File: src/hw/rtl/sbk_pkg.sv
// Shared constants, types and the key table for the scan byte to BIOS key decoder.
`timescale 1ns / 1ps

package sbk_pkg;

  localparam int unsigned ScanW = 8;
  localparam int unsigned CodeW = 7;
  localparam int unsigned KeyW  = 16;
  localparam int unsigned ColW  = 2;

  localparam logic [ScanW-1:0] SCAN_NONE   = 8'h00;
  localparam logic [ScanW-1:0] SCAN_PREFIX = 8'hE0;

  localparam logic [CodeW-1:0] CODE_CTRL   = 7'h1D;
  localparam logic [CodeW-1:0] CODE_ALT    = 7'h38;
  localparam logic [CodeW-1:0] CODE_LSHIFT = 7'h2A;
  localparam logic [CodeW-1:0] CODE_RSHIFT = 7'h36;
  localparam logic [CodeW-1:0] CODE_CAPS   = 7'h3A;

  localparam logic [KeyW-1:0] NO_KEY = 16'hFFFF;

  localparam logic [ColW-1:0] COL_NORMAL = 2'd0;
  localparam logic [ColW-1:0] COL_SHIFT  = 2'd1;
  localparam logic [ColW-1:0] COL_CTRL   = 2'd2;
  localparam logic [ColW-1:0] COL_ALT    = 2'd3;

  typedef logic [0:3][KeyW-1:0] key_row_t;

  typedef struct packed {
    logic            hit;
    logic [KeyW-1:0] word;
  } sbk_res_t;

  // one row per make code: normal, shifted, ctrl, alt
  function automatic key_row_t key_row(input logic [CodeW-1:0] code);
    key_row_t row;
    row = {NO_KEY, NO_KEY, NO_KEY, NO_KEY};
    unique case (code)
      7'h01: row = {16'h011B, 16'h011B, 16'h011B, 16'h0100};
      7'h02: row = {16'h0231, 16'h0221, 16'h7800, 16'hFFFF};
      7'h03: row = {16'h0332, 16'h0340, 16'h0300, 16'h7900};
      7'h04: row = {16'h0433, 16'h0423, 16'h7A00, 16'hFFFF};
      7'h05: row = {16'h0534, 16'h0524, 16'h7B00, 16'hFFFF};
      7'h06: row = {16'h0635, 16'h0625, 16'h7C00, 16'hFFFF};
      7'h07: row = {16'h0736, 16'h075E, 16'h071E, 16'h7D00};
      7'h08: row = {16'h0837, 16'h0826, 16'h7E00, 16'hFFFF};
      7'h09: row = {16'h0938, 16'h092A, 16'h7F00, 16'hFFFF};
      7'h0A: row = {16'h0A39, 16'h0A28, 16'h8000, 16'hFFFF};
      7'h0B: row = {16'h0B30, 16'h0B29, 16'h8100, 16'hFFFF};
      7'h0C: row = {16'h0C2D, 16'h0C5F, 16'h0C1F, 16'h8200};
      7'h0D: row = {16'h0D3D, 16'h0D2B, 16'h8300, 16'hFFFF};
      7'h0E: row = {16'h0E08, 16'h0E08, 16'h0E7F, 16'h0E00};
      7'h0F: row = {16'h0F09, 16'h0F00, 16'h9400, 16'hA500};
      7'h10: row = {16'h1071, 16'h1051, 16'h1011, 16'h1000};
      7'h11: row = {16'h1177, 16'h1157, 16'h1117, 16'h1100};
      7'h12: row = {16'h1265, 16'h1245, 16'h1205, 16'h1200};
      7'h13: row = {16'h1372, 16'h1352, 16'h1312, 16'h1300};
      7'h14: row = {16'h1474, 16'h1454, 16'h1414, 16'h1400};
      7'h15: row = {16'h1579, 16'h1559, 16'h1519, 16'h1500};
      7'h16: row = {16'h1675, 16'h1655, 16'h1615, 16'h1600};
      7'h17: row = {16'h1769, 16'h1749, 16'h1709, 16'h1700};
      7'h18: row = {16'h186F, 16'h184F, 16'h180F, 16'h1800};
      7'h19: row = {16'h1970, 16'h1950, 16'h1910, 16'h1900};
      7'h1A: row = {16'h1A5B, 16'h1A7B, 16'h1A1B, 16'h1A00};
      7'h1B: row = {16'h1B5D, 16'h1B7D, 16'h1B1D, 16'h1B00};
      7'h1C: row = {16'h1C0D, 16'h1C0D, 16'h1C0A, 16'hA600};
      7'h1E: row = {16'h1E61, 16'h1E41, 16'h1E01, 16'h1E00};
      7'h1F: row = {16'h1F73, 16'h1F53, 16'h1F13, 16'h1F00};
      7'h20: row = {16'h2064, 16'h2044, 16'h2004, 16'h2000};
      7'h21: row = {16'h2166, 16'h2146, 16'h2106, 16'h2100};
      7'h22: row = {16'h2267, 16'h2247, 16'h2207, 16'h2200};
      7'h23: row = {16'h2368, 16'h2348, 16'h2308, 16'h2300};
      7'h24: row = {16'h246A, 16'h244A, 16'h240A, 16'h2400};
      7'h25: row = {16'h256B, 16'h254B, 16'h250B, 16'h2500};
      7'h26: row = {16'h266C, 16'h264C, 16'h260C, 16'h2600};
      7'h27: row = {16'h273B, 16'h273A, 16'h2700, 16'hFFFF};
      7'h28: row = {16'h2827, 16'h2822, 16'hFFFF, 16'hFFFF};
      7'h29: row = {16'h2960, 16'h297E, 16'hFFFF, 16'hFFFF};
      7'h2B: row = {16'h2B5C, 16'h2B7C, 16'h2B1C, 16'h2600};
      7'h2C: row = {16'h2C7A, 16'h2C5A, 16'h2C1A, 16'h2C00};
      7'h2D: row = {16'h2D78, 16'h2D58, 16'h2D18, 16'h2D00};
      7'h2E: row = {16'h2E63, 16'h2E43, 16'h2E03, 16'h2E00};
      7'h2F: row = {16'h2F76, 16'h2F56, 16'h2F16, 16'h2F00};
      7'h30: row = {16'h3062, 16'h3042, 16'h3002, 16'h3000};
      7'h31: row = {16'h316E, 16'h314E, 16'h310E, 16'h3100};
      7'h32: row = {16'h326D, 16'h324D, 16'h320D, 16'h3200};
      7'h33: row = {16'h332C, 16'h333C, 16'hFFFF, 16'hFFFF};
      7'h34: row = {16'h342E, 16'h343E, 16'hFFFF, 16'hFFFF};
      7'h35: row = {16'h352F, 16'h353F, 16'hFFFF, 16'hFFFF};
      7'h37: row = {16'h372A, 16'h9600, 16'h3700, 16'hFFFF};
      7'h39: row = {16'h3920, 16'h3920, 16'h3920, 16'h3920};
      7'h3B: row = {16'h3B00, 16'h5400, 16'h5E00, 16'h6800};
      7'h3C: row = {16'h3C00, 16'h5500, 16'h5F00, 16'h6900};
      7'h3D: row = {16'h3D00, 16'h5600, 16'h6000, 16'h6A00};
      7'h3E: row = {16'h3E00, 16'h5700, 16'h6100, 16'h6B00};
      7'h3F: row = {16'h3F00, 16'h5800, 16'h6200, 16'h6C00};
      7'h40: row = {16'h4000, 16'h5900, 16'h6300, 16'h6D00};
      7'h41: row = {16'h4100, 16'h5A00, 16'h6400, 16'h6E00};
      7'h42: row = {16'h4200, 16'h5B00, 16'h6500, 16'h6F00};
      7'h43: row = {16'h4300, 16'h5C00, 16'h6600, 16'h7000};
      7'h44: row = {16'h4400, 16'h5D00, 16'h6700, 16'h7100};
      7'h47: row = {16'h4700, 16'h4737, 16'h7700, 16'h9700};
      7'h48: row = {16'h4800, 16'h4838, 16'h8D00, 16'h9800};
      7'h49: row = {16'h4900, 16'h4939, 16'h8400, 16'h9900};
      7'h4A: row = {16'h4A2D, 16'h4A2D, 16'h8E00, 16'h4A00};
      7'h4B: row = {16'h4B00, 16'h4B34, 16'h7300, 16'h9B00};
      7'h4D: row = {16'h4D00, 16'h4D36, 16'h7400, 16'h9D00};
      7'h4E: row = {16'h4E2B, 16'h4E2B, 16'h4E00, 16'hFFFF};
      7'h4F: row = {16'h4F00, 16'h4F31, 16'h7500, 16'h9F00};
      7'h50: row = {16'h5000, 16'h5032, 16'h9100, 16'hA000};
      7'h51: row = {16'h5100, 16'h5133, 16'h7600, 16'hA100};
      7'h52: row = {16'h5200, 16'h5230, 16'h9200, 16'hA200};
      7'h53: row = {16'h5300, 16'h532E, 16'h9300, 16'hA300};
      default: row = {NO_KEY, NO_KEY, NO_KEY, NO_KEY};
    endcase
    return row;
  endfunction

endpackage

File: src/hw/rtl/sbk_in_stage.sv
// Input register for scan byte beats.
`timescale 1ns / 1ps

module sbk_in_stage
  import sbk_pkg::*;
(
  input  logic             clk_i,
  input  logic             rst_ni,
  input  logic             in_valid_i,
  input  logic [ScanW-1:0] scan_byte_i,
  output logic             in_stall_o,
  input  logic             adv_i,
  output logic             valid_o,
  output logic [ScanW-1:0] scan_o
);

  logic             valid_q, valid_d;
  logic [ScanW-1:0] scan_q;
  logic             take;

  assign in_stall_o = valid_q && !adv_i;
  assign take       = in_valid_i && !in_stall_o;

  always_comb begin
    valid_d = valid_q;
    if (take) begin
      valid_d = 1'b1;
    end else if (adv_i) begin
      valid_d = 1'b0;
    end
  end

  always_ff @(posedge clk_i or negedge rst_ni) begin
    if (!rst_ni) begin
      valid_q <= 1'b0;
    end else begin
      valid_q <= valid_d;
    end
  end

  always_ff @(posedge clk_i) begin
    if (take) begin
      scan_q <= scan_byte_i;
    end
  end

  assign valid_o = valid_q;
  assign scan_o  = scan_q;

endmodule

File: config.mk
export PLATFORM = sky130hd
export DESIGN_NAME = sbk_in_stage
export DESIGN_NICKNAME = d
export VERILOG_FILES = /design/src/hw/rtl/sbk_pkg.sv /design/src/hw/rtl/sbk_in_stage.sv
export SDC_FILE = /design/constraint.sdc
export NUM_CORES = 1
export LEC_CHECK = 0
export CORE_AREA = 3 3 40 42
export DETAILED_ROUTE_END_ITERATION = 6
export DIE_AREA = 0 0 43 45
export DONT_BUFFER_PORTS = 1
export SLEW_MARGIN = 20
export SYNTH_ARGS = -nofsm -noshare
export SYNTH_HDL_FRONTEND = slang
export SYNTH_SLANG_ARGS = --single-unit
export TNS_END_PERCENT = 100
File: constraint.sdc
create_clock -name clk_i -period 1.9 [get_ports clk_i]
set_clock_uncertainty 0.2 [all_clocks]
set_input_delay 0.38 -clock clk_i [delete_from_list [all_inputs] [get_ports clk_i]]
set_output_delay 0.38 -clock clk_i [all_outputs]
set_load 0.005 [all_outputs]
==> impl_metrics.tcl <==
set metrics [dict create \
    outcome "complete, no violations" \
    num_vias 127 \
    postSynthCellCount 13 \
    antenna_found_initial 0 \
    final.setup.tns_ns 0 \
    drt_first_pass_iters 2 \
    crit_family "flip-flops" \
    synth.area.top_cells "edfxtp_1 (81%), dfrtp_1 (8.4%), nand2b_4 (4.6%)" \
    start_util 0.232 \
    synth_ff_type "edfxtp_1" \
    power.switching_uw 72.1 \
    ant_nets 0 \
    tightest_slew_ns 0.156 \
    insertion_delay_ns 0.25 \
    grt-ovfl-total 0 \
    syn_area_um2 298 \
    worstSetupEndpointType "output pin" \
    syn-num-nets 25 \
    rsz0062_at_grt "no" \
    ys_ff_latch 9 \
    std_cell_rows 13 \
    clock_sinks 9 \
    yosysWarnings 0 \
    portBuffers 0 \
    p_int_uw 316 \
    gp_congestion 0.585 \
    fp.dieH_um 45 \
    grt_pass1_vias 143 \
    routed_via_density 3.85 \
    path_class "reg -> out" \
    maxSlewViolCount 0 \
    drive_gt1_frac 0.278 \
    finalCriticalPeriod_ns 1.39 \
    grt_pass1_wl_um 731 \
    drt_iter0_drc 1 \
    clock.fmax_ghz 0.720 \
    crit_path_top_delay_cell "dfrtp_1" \
    swShare 0.186 \
    slew_headroom 0.896 \
    placed_cell_area_um2 317 \
    cpPeakStageDelay_ns 0.42 \
    setup_viol 0 \
    hold_slack_ns 0.0234 \
    cts_tree "yes" \
    fin_area_um2 353 \
    grt_util_met2 0.0898 \
    cts_root_buf "clkbuf_4" \
    finalPower_uw 388 \
    numCtsBuffers 3 \
    pin_count 22 \
    leakage_uw 0.000129 \
    synth_edf_count 8 \
    fin_crit_sh 0.731 \
    hold_violations 0 \
    synth_most_common_cell "edfxtp_1" \
    antennaDiodeCount 0 \
    core_mm2 0.00128 \
    synth_top_area_cell "edfxtp_1" \
    share_comb_of_total_power 0.032 \
    synth.distinct_cells 6 \
    busiest_layer "met2" \
    hold_path.class "in -> reg" \
    grtUsageTotal 0.0607 \
    h-tree-depth 1 \
    grtUsageMet3 0.0598 \
    arrival_ns 0.81 \
    path_clk_slew_ns 0.06 \
    cts.path.max_buffers 2 \
    cap_violations 0 \
    cp_cell_sequence "nand2b_4, inv_1" \
    pwr-share-seq 0.607 \
    startpoint_type "register" \
    area.growth.synth_to_final_pct 18.5 \
    ys_seq_area_frac 0.891 \
    drc 0 \
    yosysTopAreaCellShare 0.807 \
    met1_usage 0.0450 \
    cts_setup_buffers 0 \
    cellPowerDensity_mw_per_mm2 1100 \
    grt_max_degree 9 \
    dieArea_mm2 0.00194 \
    wl_per_cell_um 14.5 \
    path_buf_inv 1 \
    fin_nets 31 \
    required_ns 1.32 \
    peakVddDrop_uv 245 \
    postRouteWirelength_um 480 \
    clkPwrFrac 0.361 \
    die_width_um 43 \
    post_synth.cell_area_avg_um2 22.9 \
    async_flop_share 0.111 \
    worstPathMaxFanout 3 \
]
## final timing paths
| kind | from | to | slack, ns | depth (start not counted) |
|---|---|---|---|---|
| max in group asynchronous | rst_ni | valid_o$_DFFE_PN0P_ | 1.27 | 1 |
| worst min register to register | valid_o$_DFFE_PN0P_ | valid_o$_DFFE_PN0P_ | 0.37 | 2 |
| min in group asynchronous | rst_ni | valid_o$_DFFE_PN0P_ | 0.13 | 1 |
| worst max register to register | valid_o$_DFFE_PN0P_ | scan_o[5]$_DFFE_PP_ | 0.70 | 2 |
| worst min-delay path | scan_byte_i[0] | scan_o[0]$_DFFE_PP_ | 0.02 | 0 |
| worst max-delay path | valid_o$_DFFE_PN0P_ | in_stall_o | 0.51 | 2 |
## registers in the layout, indices dropped and copies added, names as in the netlist
| signal | flops |
|---|---|
| scan_o | 8 |
| valid_o | 1 |
## area by class of cell
type                    count  area, um2
inverters                   1       3.75
multi-input cells           3       28.8
clock buffers               4       26.3
repair buffers              1       10.0
well taps                  15       18.8
fillers                   138        932
flip-flops and latches      9        265
## metrics by stage
| step | instances | setup slack, ns | util |
|---|---|---|---|
| 6_report | 33 | 0.511 | 0.275 |
| 3_3_place_gp | 28 | 0.705 | 0.246 |
| 5_1_grt | 33 | 0.458 | 0.275 |
| 3_5_place_dp | 28 | 0.699 | 0.246 |
| 2_1_floorplan | 13 | 0.737 | - |
| 4_1_cts | 33 | 0.493 | 0.275 |
## placed cells by master, fill, tap and decap left out
cell type / n
dlygate4sd3_1: 1
and2_4: 1
dfrtp_1: 1
clkbuf_4: 3
clkbuf_1: 1
edfxtp_1: 8
inv_1: 1
nand2b_1: 1
nand2b_4: 1
## layer usage
| metal | wire length, um | vias to the layer above | part of all wire |
|---|---|---|---|
| li1 | - | 56 | - |
| met1 | 160 | 57 | 0.33 |
| met2 | 248 | 14 | 0.52 |
| met3 | 70 | 0 | 0.15 |
| met4 | 0 | 0 | 0 |
| met5 | 0 | - | 0 |
## what timing repair did
| action | 4_1_cts | 5_1_grt |
|---|---|---|
| endpoints found under the hold margin | 1 | 0 |
| resized for setup | 0 | 0 |
| hold buffers | 1 | 0 |
## cells by family after synthesis
group / after synthesis / share of synthesized area
buffers and inverters: 1 / 0.0126
DFF: 9 / 0.891
and+or+nand+nor: 3 / 0.0966
## power groups by stage
stage | combinational (uW) | sequential [uW] | clock, uW
floorplan | 9.49 | 238 | 0
global placement | 10.8 | 240 | 0
detailed placement | 11.0 | 240 | 0
CTS | 12.7 | 236 | 146
global route | 13.9 | 237 | 160
finish | 12.4 | 236 | 140
Power figures use the tool's default switching activity.
