## src/hw/rtl/sbk_pkg.sv

```systemverilog
// Shared constants, types and the key table for the scan byte to BIOS key decoder.
`timescale 1ns / 1ps

package sbk_pkg;

  localparam int unsigned ScanW = 8;
  localparam int unsigned CodeW = 7;
  localparam int unsigned KeyW  = 16;
  localparam int unsigned ColW  = 2;

  localparam logic [ScanW-1:0] SCAN_NONE   = 8'h00;
  localparam logic [ScanW-1:0] SCAN_PREFIX = 8'hE0;

  localparam logic [CodeW-1:0] CODE_CTRL   = 7'h1D;
  localparam logic [CodeW-1:0] CODE_ALT    = 7'h38;
  localparam logic [CodeW-1:0] CODE_LSHIFT = 7'h2A;
  localparam logic [CodeW-1:0] CODE_RSHIFT = 7'h36;
  localparam logic [CodeW-1:0] CODE_CAPS   = 7'h3A;

  localparam logic [KeyW-1:0] NO_KEY = 16'hFFFF;

  localparam logic [ColW-1:0] COL_NORMAL = 2'd0;
  localparam logic [ColW-1:0] COL_SHIFT  = 2'd1;
  localparam logic [ColW-1:0] COL_CTRL   = 2'd2;
  localparam logic [ColW-1:0] COL_ALT    = 2'd3;

  typedef logic [0:3][KeyW-1:0] key_row_t;

  typedef struct packed {
    logic            hit;
    logic [KeyW-1:0] word;
  } sbk_res_t;

  // one row per make code: normal, shifted, ctrl, alt
  function automatic key_row_t key_row(input logic [CodeW-1:0] code);
    key_row_t row;
    row = {NO_KEY, NO_KEY, NO_KEY, NO_KEY};
    unique case (code)
      7'h01: row = {16'h011B, 16'h011B, 16'h011B, 16'h0100};
      7'h02: row = {16'h0231, 16'h0221, 16'h7800, 16'hFFFF};
      7'h03: row = {16'h0332, 16'h0340, 16'h0300, 16'h7900};
      7'h04: row = {16'h0433, 16'h0423, 16'h7A00, 16'hFFFF};
      7'h05: row = {16'h0534, 16'h0524, 16'h7B00, 16'hFFFF};
      7'h06: row = {16'h0635, 16'h0625, 16'h7C00, 16'hFFFF};
      7'h07: row = {16'h0736, 16'h075E, 16'h071E, 16'h7D00};
      7'h08: row = {16'h0837, 16'h0826, 16'h7E00, 16'hFFFF};
      7'h09: row = {16'h0938, 16'h092A, 16'h7F00, 16'hFFFF};
      7'h0A: row = {16'h0A39, 16'h0A28, 16'h8000, 16'hFFFF};
      7'h0B: row = {16'h0B30, 16'h0B29, 16'h8100, 16'hFFFF};
      7'h0C: row = {16'h0C2D, 16'h0C5F, 16'h0C1F, 16'h8200};
      7'h0D: row = {16'h0D3D, 16'h0D2B, 16'h8300, 16'hFFFF};
      7'h0E: row = {16'h0E08, 16'h0E08, 16'h0E7F, 16'h0E00};
      7'h0F: row = {16'h0F09, 16'h0F00, 16'h9400, 16'hA500};
      7'h10: row = {16'h1071, 16'h1051, 16'h1011, 16'h1000};
      7'h11: row = {16'h1177, 16'h1157, 16'h1117, 16'h1100};
      7'h12: row = {16'h1265, 16'h1245, 16'h1205, 16'h1200};
      7'h13: row = {16'h1372, 16'h1352, 16'h1312, 16'h1300};
      7'h14: row = {16'h1474, 16'h1454, 16'h1414, 16'h1400};
      7'h15: row = {16'h1579, 16'h1559, 16'h1519, 16'h1500};
      7'h16: row = {16'h1675, 16'h1655, 16'h1615, 16'h1600};
      7'h17: row = {16'h1769, 16'h1749, 16'h1709, 16'h1700};
      7'h18: row = {16'h186F, 16'h184F, 16'h180F, 16'h1800};
      7'h19: row = {16'h1970, 16'h1950, 16'h1910, 16'h1900};
      7'h1A: row = {16'h1A5B, 16'h1A7B, 16'h1A1B, 16'h1A00};
      7'h1B: row = {16'h1B5D, 16'h1B7D, 16'h1B1D, 16'h1B00};
      7'h1C: row = {16'h1C0D, 16'h1C0D, 16'h1C0A, 16'hA600};
      7'h1E: row = {16'h1E61, 16'h1E41, 16'h1E01, 16'h1E00};
      7'h1F: row = {16'h1F73, 16'h1F53, 16'h1F13, 16'h1F00};
      7'h20: row = {16'h2064, 16'h2044, 16'h2004, 16'h2000};
      7'h21: row = {16'h2166, 16'h2146, 16'h2106, 16'h2100};
      7'h22: row = {16'h2267, 16'h2247, 16'h2207, 16'h2200};
      7'h23: row = {16'h2368, 16'h2348, 16'h2308, 16'h2300};
      7'h24: row = {16'h246A, 16'h244A, 16'h240A, 16'h2400};
      7'h25: row = {16'h256B, 16'h254B, 16'h250B, 16'h2500};
      7'h26: row = {16'h266C, 16'h264C, 16'h260C, 16'h2600};
      7'h27: row = {16'h273B, 16'h273A, 16'h2700, 16'hFFFF};
      7'h28: row = {16'h2827, 16'h2822, 16'hFFFF, 16'hFFFF};
      7'h29: row = {16'h2960, 16'h297E, 16'hFFFF, 16'hFFFF};
      7'h2B: row = {16'h2B5C, 16'h2B7C, 16'h2B1C, 16'h2600};
      7'h2C: row = {16'h2C7A, 16'h2C5A, 16'h2C1A, 16'h2C00};
      7'h2D: row = {16'h2D78, 16'h2D58, 16'h2D18, 16'h2D00};
      7'h2E: row = {16'h2E63, 16'h2E43, 16'h2E03, 16'h2E00};
      7'h2F: row = {16'h2F76, 16'h2F56, 16'h2F16, 16'h2F00};
      7'h30: row = {16'h3062, 16'h3042, 16'h3002, 16'h3000};
      7'h31: row = {16'h316E, 16'h314E, 16'h310E, 16'h3100};
      7'h32: row = {16'h326D, 16'h324D, 16'h320D, 16'h3200};
      7'h33: row = {16'h332C, 16'h333C, 16'hFFFF, 16'hFFFF};
      7'h34: row = {16'h342E, 16'h343E, 16'hFFFF, 16'hFFFF};
      7'h35: row = {16'h352F, 16'h353F, 16'hFFFF, 16'hFFFF};
      7'h37: row = {16'h372A, 16'h9600, 16'h3700, 16'hFFFF};
      7'h39: row = {16'h3920, 16'h3920, 16'h3920, 16'h3920};
      7'h3B: row = {16'h3B00, 16'h5400, 16'h5E00, 16'h6800};
      7'h3C: row = {16'h3C00, 16'h5500, 16'h5F00, 16'h6900};
      7'h3D: row = {16'h3D00, 16'h5600, 16'h6000, 16'h6A00};
      7'h3E: row = {16'h3E00, 16'h5700, 16'h6100, 16'h6B00};
      7'h3F: row = {16'h3F00, 16'h5800, 16'h6200, 16'h6C00};
      7'h40: row = {16'h4000, 16'h5900, 16'h6300, 16'h6D00};
      7'h41: row = {16'h4100, 16'h5A00, 16'h6400, 16'h6E00};
      7'h42: row = {16'h4200, 16'h5B00, 16'h6500, 16'h6F00};
      7'h43: row = {16'h4300, 16'h5C00, 16'h6600, 16'h7000};
      7'h44: row = {16'h4400, 16'h5D00, 16'h6700, 16'h7100};
      7'h47: row = {16'h4700, 16'h4737, 16'h7700, 16'h9700};
      7'h48: row = {16'h4800, 16'h4838, 16'h8D00, 16'h9800};
      7'h49: row = {16'h4900, 16'h4939, 16'h8400, 16'h9900};
      7'h4A: row = {16'h4A2D, 16'h4A2D, 16'h8E00, 16'h4A00};
      7'h4B: row = {16'h4B00, 16'h4B34, 16'h7300, 16'h9B00};
      7'h4D: row = {16'h4D00, 16'h4D36, 16'h7400, 16'h9D00};
      7'h4E: row = {16'h4E2B, 16'h4E2B, 16'h4E00, 16'hFFFF};
      7'h4F: row = {16'h4F00, 16'h4F31, 16'h7500, 16'h9F00};
      7'h50: row = {16'h5000, 16'h5032, 16'h9100, 16'hA000};
      7'h51: row = {16'h5100, 16'h5133, 16'h7600, 16'hA100};
      7'h52: row = {16'h5200, 16'h5230, 16'h9200, 16'hA200};
      7'h53: row = {16'h5300, 16'h532E, 16'h9300, 16'hA300};
      default: row = {NO_KEY, NO_KEY, NO_KEY, NO_KEY};
    endcase
    return row;
  endfunction

endpackage

```

## src/hw/rtl/sbk_out_stage.sv

```systemverilog
// Result register for BIOS key word beats.
`timescale 1ns / 1ps

module sbk_out_stage
  import sbk_pkg::*;
(
  input  logic            clk_i,
  input  logic            rst_ni,
  input  logic            load_i,
  input  logic [KeyW-1:0] word_i,
  input  logic            out_stall_i,
  output logic            out_valid_o,
  output logic [KeyW-1:0] key_code_o
);

  logic            valid_q, valid_d;
  logic [KeyW-1:0] key_q;

  always_comb begin
    valid_d = valid_q;
    if (load_i) begin
      valid_d = 1'b1;
    end else if (!out_stall_i) begin
      valid_d = 1'b0;
    end
  end

  always_ff @(posedge clk_i or negedge rst_ni) begin
    if (!rst_ni) begin
      valid_q <= 1'b0;
    end else begin
      valid_q <= valid_d;
    end
  end

  always_ff @(posedge clk_i) begin
    if (load_i) begin
      key_q <= word_i;
    end
  end

  assign out_valid_o = valid_q;
  assign key_code_o  = key_q;

endmodule
```

## config.mk

```make
export PLATFORM = sky130hd
export DESIGN_NAME = sbk_out_stage
export DESIGN_NICKNAME = d
export VERILOG_FILES = /design/src/hw/rtl/sbk_pkg.sv /design/src/hw/rtl/sbk_out_stage.sv
export SDC_FILE = /design/constraint.sdc
export NUM_CORES = 1
export LEC_CHECK = 0
export BUFFER_PORTS_ARGS = -buffer_cell sky130_fd_sc_hd__clkbuf_2
export CORE_UTILIZATION = 37
export DETAILED_ROUTE_END_ITERATION = 6
export HOLD_SLACK_MARGIN = 0.12
export MAX_ROUTING_LAYER = met4
export PLACE_DENSITY = 0.74
export SLEW_MARGIN = 30
export SYNTH_ARGS = -nofsm -noshare
export SYNTH_HDL_FRONTEND = slang
export SYNTH_SLANG_ARGS = --single-unit
export TNS_END_PERCENT = 20
```

## constraint.sdc

```tcl
create_clock -name clk_i -period 0.8 [get_ports clk_i]
set_clock_uncertainty 0.05 [all_clocks]
set_input_delay 0.08 -clock clk_i [delete_from_list [all_inputs] [get_ports clk_i]]
set_output_delay 0.08 -clock clk_i [all_outputs]
set_load 0.01 [all_outputs]
```

==> results.txt, run 1 <==
----------------------------------------------------
[Placed design]
  Post-Place Setup Slack ... -0.02957 ns
  Post-detailed-placement cell area ... 711.9 µm²
  Number of buffer cells added on primary ports ... 36
  Final GP Congestion ... 0.5706

[Die]
  Number of rows created at floorplan ... 13
  Floorplan die width ... 39.24 µm
  Die height ... 39.24 µm
  Initial core utilization ... 0.3942
  Overall die area ... 1539 µm²
  Floorplan Core Area ... 1301 µm²
  Number of ports placed on the die boundary ... 37

[Clocking]
  CTS root buf ... clkbuf_4
  Post-CTS Setup Inserts ... 0
  Level count of the clock H-tree ... 1
  CTS buffer count ... 3
  Maximum count of clock buffers along a single path ... 2
  Clock-pin slew reported for the worst setup and hold paths after clock tree synthesis ... 0.10 ns
  Clock network latency to the later pin of the worst-skew pair ... 0.28 ns
  Resize count post-CTS ... 0
  Clk sink count ... 17
  Clock tree from TritonCTS ... done

[GRT]
  Number of global-route vias before repair ... 356
  Wire length of the first global-routing pass ... 1442 µm
  Maximum number of pins on one net before global-route repair ... 18
  Initial antenna violation count ... 0
  Total overflow reported by the global router ... 0
  Global routing usage summed across all routing layers ... 0.1618

[Worst setup path]
  Critical Path Source Type ... flip-flop
  CP max FO ... 1
  Worst Reg2Reg Path Length in Cells ... 1
  Data required, critical path ... 0.67 ns
  Register-to-Register Setup Slack ... 0.10 ns
  Launch point of the worst path ... key_code_o[14]
  Worst path cell trace ... clkbuf_2
  Origin of the critical flop-to-flop path ... out_valid_o
  Count of buffering cells on the critical path with inverters included ... 1
  Startpoint-to-endpoint class of the critical path ... reg2out
  Capturing element of the worst setup path ... key_code_o[14]
  Maximum cell stage delay along the critical path ... 0.39 ns
  Critical Path Sink Type ... output pin
  Slowest stage cell on the critical path ... edfxtp_1
  Reg2Reg Capture Point ... out_valid_o
  Data arrival time at the worst-slack endpoint ... 0.81 ns
  Critical Path Stages ... 1
  Cell family with the largest share of critical-path delay ... flip-flops

[Route]
  Total via count in the routed design ... 388
  Number of remaining DRC errors ... 0
  1st-pass router iterations ... 2
  Count of routing violations after the opening detailed-route iteration ... 1
  Average wire length per cell after detail routing ... 11.12 µm
  Mean number of vias per cell ... 4.217
  Routed wire length ... 1023 µm
  Number of nets still failing antenna checks after routing ... 0

[Logic synthesis]
  Synth Instances ... 18
  Biggest area consumer among synthesized cells ... edfxtp_1
  Top-area cell type share of the netlist area ... 0.9366
  Synthesized area ... 513.0 µm²
  Post-synth cell types ... 3
  Portion of the post-synthesis area used by sequential elements ... 0.9854
  Average instance area after synthesis ... 28.50 µm²
  Synthesized-area fraction occupied by xor and xnor cells ... 0
  Share of the synthesized area in compound gates (AO/OA/AOI/OAI) ... 0.01463
  Adder-cell share of the synthesized area ... 0
  Register bit count reported by yosys ... 17
  Share of synthesized cell area in and, or, nand and nor gates ... 0
  Net count after synthesis ... 38
  Multiplexer share of the synthesized area ... 0
  Count of warnings emitted by yosys ... 0
  Dominant combinational cell family by area after synthesis ... compound AO/OA/AOI/OAI gates
  Top post-synthesis cells by area ... edfxtp_1 (94%), dfrtp_1 (4.9%), a21o_1 (1.5%)

[Timing]
  Transition time of the tightest slew-check pin ... 0.3875 ns
  Achievable Freq ... 1068 MHz
  Period utilization ... 1.171
  Unrepaired setup endpoints after global routing ... yes
  Worst max-slew margin expressed relative to the limit ... 0.7416
  Number of endpoints with negative hold slack in the final report ... 0
  Final Critical Period ... 0.9366 ns
  Slack of the critical path ... -0.1366 ns
  Total count of max-transition violations in the final report ... 0
  Final setup violation count ... 17

[Status]
  Violations in the final reports ... negative setup slack
  Run status ... finished with violations

[Power]
  Power per cell area ... 1887 nW/µm²
  Total power ... 1.754 mW
  Worst supply voltage drop on vdd ... 1281 µV
  Static Leak ... 0.4193 nW

[Finish]
  Leading cell type in the layout, fill and taps excluded ... clkbuf_2
  Final #Nets ... 98
  Commonest non-fill, non-tap cells in the layout ... clkbuf_2 (36), dlygate4sd3_1 (19), edfxtp_1 (16)
  P&R area growth vs syn ... 81.22%
  Final instance area ... 929.6 µm²
  Number of fill cells in the layout ... 90
  Fraction of final layout cells with drive strength greater than 1 ... 0.5195
  ANT cells ... 0

[Min path]
  Kind of path behind the tightest hold check ... in2reg

[Run]
  Max-cap violations ... 0

----------------------------------------------------
-- synthesized netlist by cell type --
library cell	number
dfrtp_1	1
a21o_1	1
edfxtp_1	16
-- layout make-up --
class,count,area [µm²],share of cell area
Multi-Input combinational cell,1,7.507,0.008075
Sequential cell,17,505.5,0.5437
Clock inverter,1,5.005,0.005384
Tap cell,15,18.77,0.02019
Clock buffer,3,22.52,0.02423
Timing Repair Buffer,55,370.4,0.3984
-- per-stage QoR --
step,hold slack [ns],instances,TNS [ns],utilization
final,0.2237,92,-2.094,0.7144
after global placement,-0.1949,69,-0.05693,0.5471
after CTS,0.2375,92,-2.158,0.7144
after global routing,0.2599,92,-2.741,0.7144
after detailed placement,-0.1934,69,-0.4683,0.5471
after floorplan,-0.2656,18,0,-
-- state kept, by name (all words and copies together), names as in the netlist --
signal / cells
out_valid_o: 1
key_code_o: 16
-- kinds of logic (layout without fill, tap and decap cells) --
family / Yosys count / after routing
AO/OA/AOI/OAI: 1 / 1
buffers and inverters: 0 / 59
flip-flops: 17 / 17
-- routing by layer --
layer / GRT usage / share of wire / vias up
met5: - / 0 / -
met4: 0.1034 / 0 / 0
met3: 0.05202 / 0.067 / 0
met2: 0.2875 / 0.55 / 24
met1: 0.1445 / 0.38 / 173
li1: - / - / 191
-- where the power goes --
group          internal [mW]  switching (mW)
combinational          0.137          0.0974
clock                  0.186           0.268
sequential              1.05          0.0176
total                   1.37           0.383
-- worst min path at each step --
| stage | startpoint | to | slack [ns] | cells after the start |
|---|---|---|---|---|
| floorplan | rst_ni | out_valid_o | -0.27 | 0 |
| detailed placement | rst_ni | out_valid_o | -0.19 | 1 |
| CTS | load_i | out_valid_o | 0.24 | 2 |
| global route | load_i | out_valid_o | 0.26 | 2 |
| finish | load_i | out_valid_o | 0.22 | 2 |
| global placement | rst_ni | out_valid_o | -0.19 | 1 |
-- timing repair --
| action | in CTS | in global routing |
|---|---|---|
| pin swaps | 0 | 0 |
| endpoints found under the hold margin | 18 | 0 |
| hold buffers | 19 | 0 |
| setup endpoints to repair | 17 | 17 |
(Power assumes the default switching activity.)
==> inputs of run 2 (changes only) <==
==> constraint.sdc (replaced) <==
create_clock -name clk_i -period 0.8 [get_ports clk_i]
set_clock_uncertainty 0.05 [all_clocks]
set_input_delay 0.12 -clock clk_i [delete_from_list [all_inputs] [get_ports clk_i]]
set_output_delay 0.12 -clock clk_i [all_outputs]
set_load 0.01 [all_outputs]
==> results.txt, run 2 (synthesis results as in run 1) <==
----------------------------------------------------
[Status]
  Run status ... finished with violations
  Violations in the final reports ... negative setup slack

[Clocking]
  CTS root buf ... clkbuf_4
  Post-CTS Hold Fix Bufs ... 18 (-1)
  Resize count post-CTS ... 0 (unchanged)
  Clock-pin slew reported for the worst setup and hold paths after clock tree synthesis ... 0.09 ns (about the same)
  Clock network latency to the later pin of the worst-skew pair ... 0.27 ns (about the same)
  Clk sink count ... 17 (unchanged)
  Post-CTS Setup Inserts ... 0 (unchanged)
  Level count of the clock H-tree ... 1 (unchanged)
  Maximum count of clock buffers along a single path ... 2 (unchanged)
  Clock tree from TritonCTS ... done
  CTS buffer count ... 3 (unchanged)

[Worst setup path]
  Critical Path Source Type ... flip-flop
  Count of buffering cells on the critical path with inverters included ... 1 (unchanged)
  CP max FO ... 2 (+1)
  Worst Reg2Reg Path Length in Cells ... 1 (unchanged)
  Data required, critical path ... 0.63 ns (-0.04 ns)
  Cell family with the largest share of critical-path delay ... flip-flops
  Startpoint-to-endpoint class of the critical path ... reg2out
  Slowest stage cell on the critical path ... dfrtp_1
  Maximum cell stage delay along the critical path ... 0.39 ns (about the same)
  Critical Path Sink Type ... output pin
  Data arrival time at the worst-slack endpoint ... 0.80 ns (about the same)
  Worst path cell trace ... clkbuf_2
  Critical Path Stages ... 1 (unchanged)

[Die]
  Overall die area ... 1539 µm² (unchanged)
  Die height ... 39.24 µm (unchanged)
  Floorplan Core Area ... 1301 µm² (unchanged)
  Number of ports placed on the die boundary ... 37 (unchanged)
  Floorplan die width ... 39.24 µm (unchanged)
  Number of rows created at floorplan ... 13 (unchanged)
  Initial core utilization ... 0.3942 (unchanged)

[Timing]
  Transition time of the tightest slew-check pin ... 0.3954 ns (+0.007835 ns)
  Total count of max-transition violations in the final report ... 0 (unchanged)
  Achievable Freq ... 1032 MHz (-3.3%)
  Setup TNS ... -2.503 ns (-0.4091 ns)
  Unrepaired setup endpoints after global routing ... yes
  Final setup violation count ... 17 (unchanged)
  Worst max-slew margin expressed relative to the limit ... 0.7364 (-0.005224)
  Number of endpoints with negative hold slack in the final report ... 0 (unchanged)
  Period utilization ... 1.211 (+0.04021)
  Slack of the critical path ... -0.1688 ns (-0.03217 ns)
  Final Critical Period ... 0.9688 ns (+0.03217 ns)

[Placed design]
  Number of buffer cells added on primary ports ... 36 (unchanged)
  DP Cell Count ... 69 (unchanged)
  Final GP Congestion ... 0.5680 (-0.46%)
  Post-detailed-placement cell area ... 711.9 µm² (unchanged)

[Route]
  Total via count in the routed design ... 368 (-5.2%)
  Mean number of vias per cell ... 4.044 (-4.1%)
  Count of routing violations after the opening detailed-route iteration ... 7 (+6)
  Number of remaining DRC errors ... 0 (unchanged)
  1st-pass router iterations ... 2 (unchanged)
  Number of nets still failing antenna checks after routing ... 0 (unchanged)
  Routed wire length ... 1028 µm (+0.49%)
  Average wire length per cell after detail routing ... 11.30 µm (+1.6%)

[Power]
  Total power ... 1.721 mW (-1.9%)
  Static Leak ... 0.4124 nW (-1.6%)
  Worst supply voltage drop on vdd ... 1204 µV (-6.0%)
  Power per cell area ... 1874 nW/µm² (-0.69%)

[Finish]
  Fraction of final layout cells with drive strength greater than 1 ... 0.5132 (-0.006323)
  Number of fill cells in the layout ... 96 (+6.7%)
  Final instance area ... 918.4 µm² (-1.2%)
  Multi-input gate area in the final layout ... 7.507 µm² (unchanged)
  Non-filler instance count after layout ... 91 (-1.1%)
  Final #Nets ... 97 (-1.0%)
  Leading cell type in the layout, fill and taps excluded ... clkbuf_2
  Fraction of the core area covered by cells at the end of the flow ... 0.7058 (-0.008654)
  Flip-flop count of the largest register after layout ... 16 (unchanged)
  Commonest non-fill, non-tap cells in the layout ... clkbuf_2 (36), dlygate4sd3_1 (18), edfxtp_1 (16)
  Sequential cell area ... 505.5 µm² (unchanged)
  ANT cells ... 0 (unchanged)
  P&R area growth vs syn ... 79.02%

[GRT]
  Initial antenna violation count ... 0 (unchanged)
  Wire length of the first global-routing pass ... 1380 µm (-4.3%)
  Number of global-route vias before repair ... 359 (+0.84%)
  Maximum number of pins on one net before global-route repair ... 18 (unchanged)
  Global routing usage summed across all routing layers ... 0.1510 (-0.01077)
  Total overflow reported by the global router ... 0 (unchanged)

[Run]
  Max-cap violations ... 0 (unchanged)

[Min path]
  Kind of path behind the tightest hold check ... in2async

----------------------------------------------------
-- run 2: changes by cell type in the layout (fill, tap and decap cells not counted) --
cell           delta
clkbuf_1          +1
clkinv_2          -1
dlygate4sd3_1     -1
-- run 2: layer usage --
metal | vias up | wire length [µm] | GRT usage
li1 | 187 | - | -
met2 | 24 | 532 | 0.2792
met4 | 0 | 23 | 0.08621
met1 | 155 | 396 | 0.1390
met5 | - | 0 | -
met3 | 2 | 76 | 0.03468
-- run 2: final timing paths --
check | slack (ns) | to | startpoint
max in group asynchronous | 0.50 | out_valid_o | rst_ni
hold / removal | 0.11 | out_valid_o | rst_ni
setup reg to reg | 0.09 | out_valid_o | out_valid_o
min in group clk_i | 0.28 | out_valid_o | load_i
setup / recovery | -0.17 | out_valid_o | out_valid_o
hold reg to reg | 0.45 | out_valid_o | out_valid_o
-- run 2: final cells by class --
type | count | area share
Sequential cell | 17 | 0.5504
Timing Repair Buffer | 54 | 0.3924
Clock buffer | 4 | 0.02861
Tap cell | 15 | 0.02044
Multi-Input combinational cell | 1 | 0.008174
-- run 2: power by group --
part,internal (mW),switching (mW)
Clock,0.193,0.229
Sequential,1.05,0.0179
Combinational,0.133,0.0985
-- run 2: through the flow --
stage                     hold slack (ns)  worst slack [ns]
after detailed placement          -0.1540          -0.06214
after global routing              0.09136           -0.2136
final                              0.1123           -0.1688
after global placement            -0.1549          -0.04642
after CTS                         0.08036           -0.1792
after floorplan                   -0.2256           0.06726
==> inputs of run 3 (changes only) <==
--- a/config.mk
+++ b/config.mk
@@ -6,11 +6,12 @@
 export NUM_CORES = 1
 export LEC_CHECK = 0
 export BUFFER_PORTS_ARGS = -buffer_cell sky130_fd_sc_hd__clkbuf_2
-export CORE_UTILIZATION = 37
+export CORE_AREA = 2 2 39 41
 export DETAILED_ROUTE_END_ITERATION = 6
+export DIE_AREA = 0 0 41 43
 export HOLD_SLACK_MARGIN = 0.12
 export MAX_ROUTING_LAYER = met4
-export PLACE_DENSITY = 0.74
+export PLACE_DENSITY = 0.76
 export SLEW_MARGIN = 30
 export SYNTH_ARGS = -nofsm -noshare
 export SYNTH_HDL_FRONTEND = slang
==> constraint.sdc (replaced) <==
create_clock -name clk_i -period 1.2 [get_ports clk_i]
set_clock_uncertainty 0.05 [all_clocks]
set_input_delay 0.18 -clock clk_i [delete_from_list [all_inputs] [get_ports clk_i]]
set_output_delay 0.18 -clock clk_i [all_outputs]
set_load 0.01 [all_outputs]
==> results.txt, run 3 (synthesis results as in run 1) <==
----------------------------------------------------
[Status]
  Run status ... completed

[Finish]
  Final #Nets ... 97 (unchanged)
  Leading cell type in the layout, fill and taps excluded ... clkbuf_2
  ANT cells ... 0 (unchanged)
  Number of fill cells in the layout ... 104 (+8.3%)
  Fraction of final layout cells with drive strength greater than 1 ... 0.5132 (unchanged)
  Fraction of the core area covered by cells at the end of the flow ... 0.6646 (-0.04121)
  Flip-flop count of the largest register after layout ... 16 (unchanged)
  Commonest non-fill, non-tap cells in the layout ... clkbuf_2 (36), dlygate4sd3_1 (18), edfxtp_1 (16)
  P&R area growth vs syn ... 79.27%

[Clocking]
  CTS buffer count ... 3 (unchanged)
  Clk sink count ... 17 (unchanged)
  Maximum count of clock buffers along a single path ... 2 (unchanged)
  Resize count post-CTS ... 0 (unchanged)
  Post-CTS Hold Fix Bufs ... 18 (unchanged)
  Post-CTS Setup Inserts ... 0 (unchanged)
  Clock network latency to the later pin of the worst-skew pair ... 0.27 ns (about the same)
  Level count of the clock H-tree ... 1 (unchanged)
  Clock tree from TritonCTS ... done
  Clock-pin slew reported for the worst setup and hold paths after clock tree synthesis ... 0.09 ns (about the same)
  CTS root buf ... clkbuf_4

[Route]
  1st-pass router iterations ... 4 (+2)
  Routed wire length ... 1091 µm (+6.1%)
  Count of routing violations after the opening detailed-route iteration ... 1 (-6)
  Average wire length per cell after detail routing ... 11.86 µm (+5.0%)
  Total via count in the routed design ... 376 (+2.2%)
  Number of remaining DRC errors ... 0 (unchanged)
  Number of nets still failing antenna checks after routing ... 0 (unchanged)
  Mean number of vias per cell ... 4.087 (+1.1%)

[Worst setup path]
  Startpoint-to-endpoint class of the critical path ... reg2out
  Origin of the critical flop-to-flop path ... out_valid_o
  Maximum cell stage delay along the critical path ... 0.38 ns (about the same)
  CP max FO ... 1 (-1)
  Capturing element of the worst setup path ... key_code_o[3]
  Count of buffering cells on the critical path with inverters included ... 1 (unchanged)
  Data required, critical path ... 0.97 ns (+0.34 ns)
  Launch point of the worst path ... key_code_o[3]
  Critical Path Stages ... 1 (unchanged)
  Worst Reg2Reg Path Length in Cells ... 1 (unchanged)
  Worst path cell trace ... clkbuf_2
  Cell family with the largest share of critical-path delay ... flip-flops
  Data arrival time at the worst-slack endpoint ... 0.79 ns (about the same)
  Slowest stage cell on the critical path ... edfxtp_1
  Critical Path Sink Type ... output pin
  Reg2Reg Capture Point ... out_valid_o
  Register-to-Register Setup Slack ... 0.49 ns (+0.40 ns)
  Critical Path Source Type ... flip-flop

[Die]
  Floorplan Core Area ... 1384 µm² (+6.3%)
  Initial core utilization ... 0.3707 (-0.02353)
  Number of ports placed on the die boundary ... 37 (unchanged)
  Floorplan die width ... 41 µm (+4.5%)
  Overall die area ... 1763 µm² (+15%)
  Die height ... 43 µm (+9.6%)
  Number of rows created at floorplan ... 14 (+1)

[Timing]
  Final setup violation count ... 0 (-17)
  Unrepaired setup endpoints after global routing ... no
  Final Critical Period ... 1.025 ns
  Number of endpoints with negative hold slack in the final report ... 0 (unchanged)
  Transition time of the tightest slew-check pin ... 0.4065 ns (+0.01117 ns)
  Total count of max-transition violations in the final report ... 0 (unchanged)
  Setup TNS ... 0 ns (+2.503 ns)
  Achievable Freq ... 976.0 MHz
  Worst max-slew margin expressed relative to the limit ... 0.7290 (-0.007444)
  Period utilization ... 0.8538

[Power]
  Static Leak ... 0.4124 nW (unchanged)
  Power dissipated by switching net loads ... 229.6 µW (-34%)
  Sw Ratio ... 0.2003 (-0.0006529)
  Worst supply voltage drop on vdd ... 798.9 µV (-34%)
  Power per cell area ... 1247 nW/µm² (-33%)
  Internal Power ... 916.8 µW (-33%)
  Register share of total power ... 0.619 (about the same)
  Relative contribution of combinational cells to total power ... 0.136 (about the same)
  Clock network power share ... 0.245 (about the same)

[GRT]
  Total overflow reported by the global router ... 0 (unchanged)
  Global routing usage summed across all routing layers ... 0.1503 (-0.0006954)
  Initial antenna violation count ... 0 (unchanged)
  Number of global-route vias before repair ... 361 (+0.56%)
  Wire length of the first global-routing pass ... 1559 µm (+13%)
  Maximum number of pins on one net before global-route repair ... 18 (unchanged)

[Min path]
  Kind of path behind the tightest hold check ... in2async

[Run]
  Max-cap violations ... 0 (unchanged)

[Placed design]
  Number of buffer cells added on primary ports ... 36 (unchanged)
  Final GP Congestion ... 0.6754 (+19%)

----------------------------------------------------
[run 3: cell type report]
type | instances | area (µm²) | share of cell area
multi-input cells | 1 | 7.507 | 0.008163
well taps | 16 | 20.02 | 0.02177
repair buffers | 54 | 360.3 | 0.3918
flip-flops and latches | 17 | 505.5 | 0.5497
clock buffers | 4 | 26.28 | 0.02857
[run 3: how the worst min path moves through the flow]
stage,startpoint,end,slack [ns]
after CTS,rst_ni,out_valid_o,0.15
after global placement,rst_ni,out_valid_o,-0.09
after detailed placement,rst_ni,out_valid_o,-0.09
after floorplan,rst_ni,out_valid_o,-0.17
final,rst_ni,out_valid_o,0.17
after global routing,rst_ni,out_valid_o,0.17
[run 3: routing by layer]
layer  up-vias  global-route usage  routed length (µm)
met5         -                   -                   0
met4         0             0.08000                  22
met3         2             0.04712                  67
met2        19              0.2688                 672
met1       167              0.1227                 329
li1        188                   -                   -
[run 3: stage by stage]
step | hold WS (ns) | setup WS (ns) | cells | cell area, µm² | power (mW)
finish | 0.1732 | 0.1754 | 92 | 919.6 | 1.146
global route | 0.1708 | 0.1252 | 92 | 919.6 | 1.208
detailed placement | -0.09288 | 0.2665 | 70 | 713.2 | 0.8334
CTS | 0.1480 | 0.1492 | 92 | 919.6 | 1.163
floorplan | -0.1656 | 0.4673 | 18 | 513.0 | 0.7530
global placement | -0.09452 | 0.2927 | 70 | 713.2 | 0.8310
[run 3: power groups by stage]
stage / Clock, mW / Combinational, mW / Sequential [mW]
2_1_floorplan: 0 / 0.00175 / 0.751
3_3_place_gp: 0 / 0.107 / 0.724
3_5_place_dp: 0 / 0.109 / 0.724
4_1_cts: 0.297 / 0.154 / 0.711
5_1_grt: 0.323 / 0.169 / 0.716
6_report: 0.281 / 0.156 / 0.709
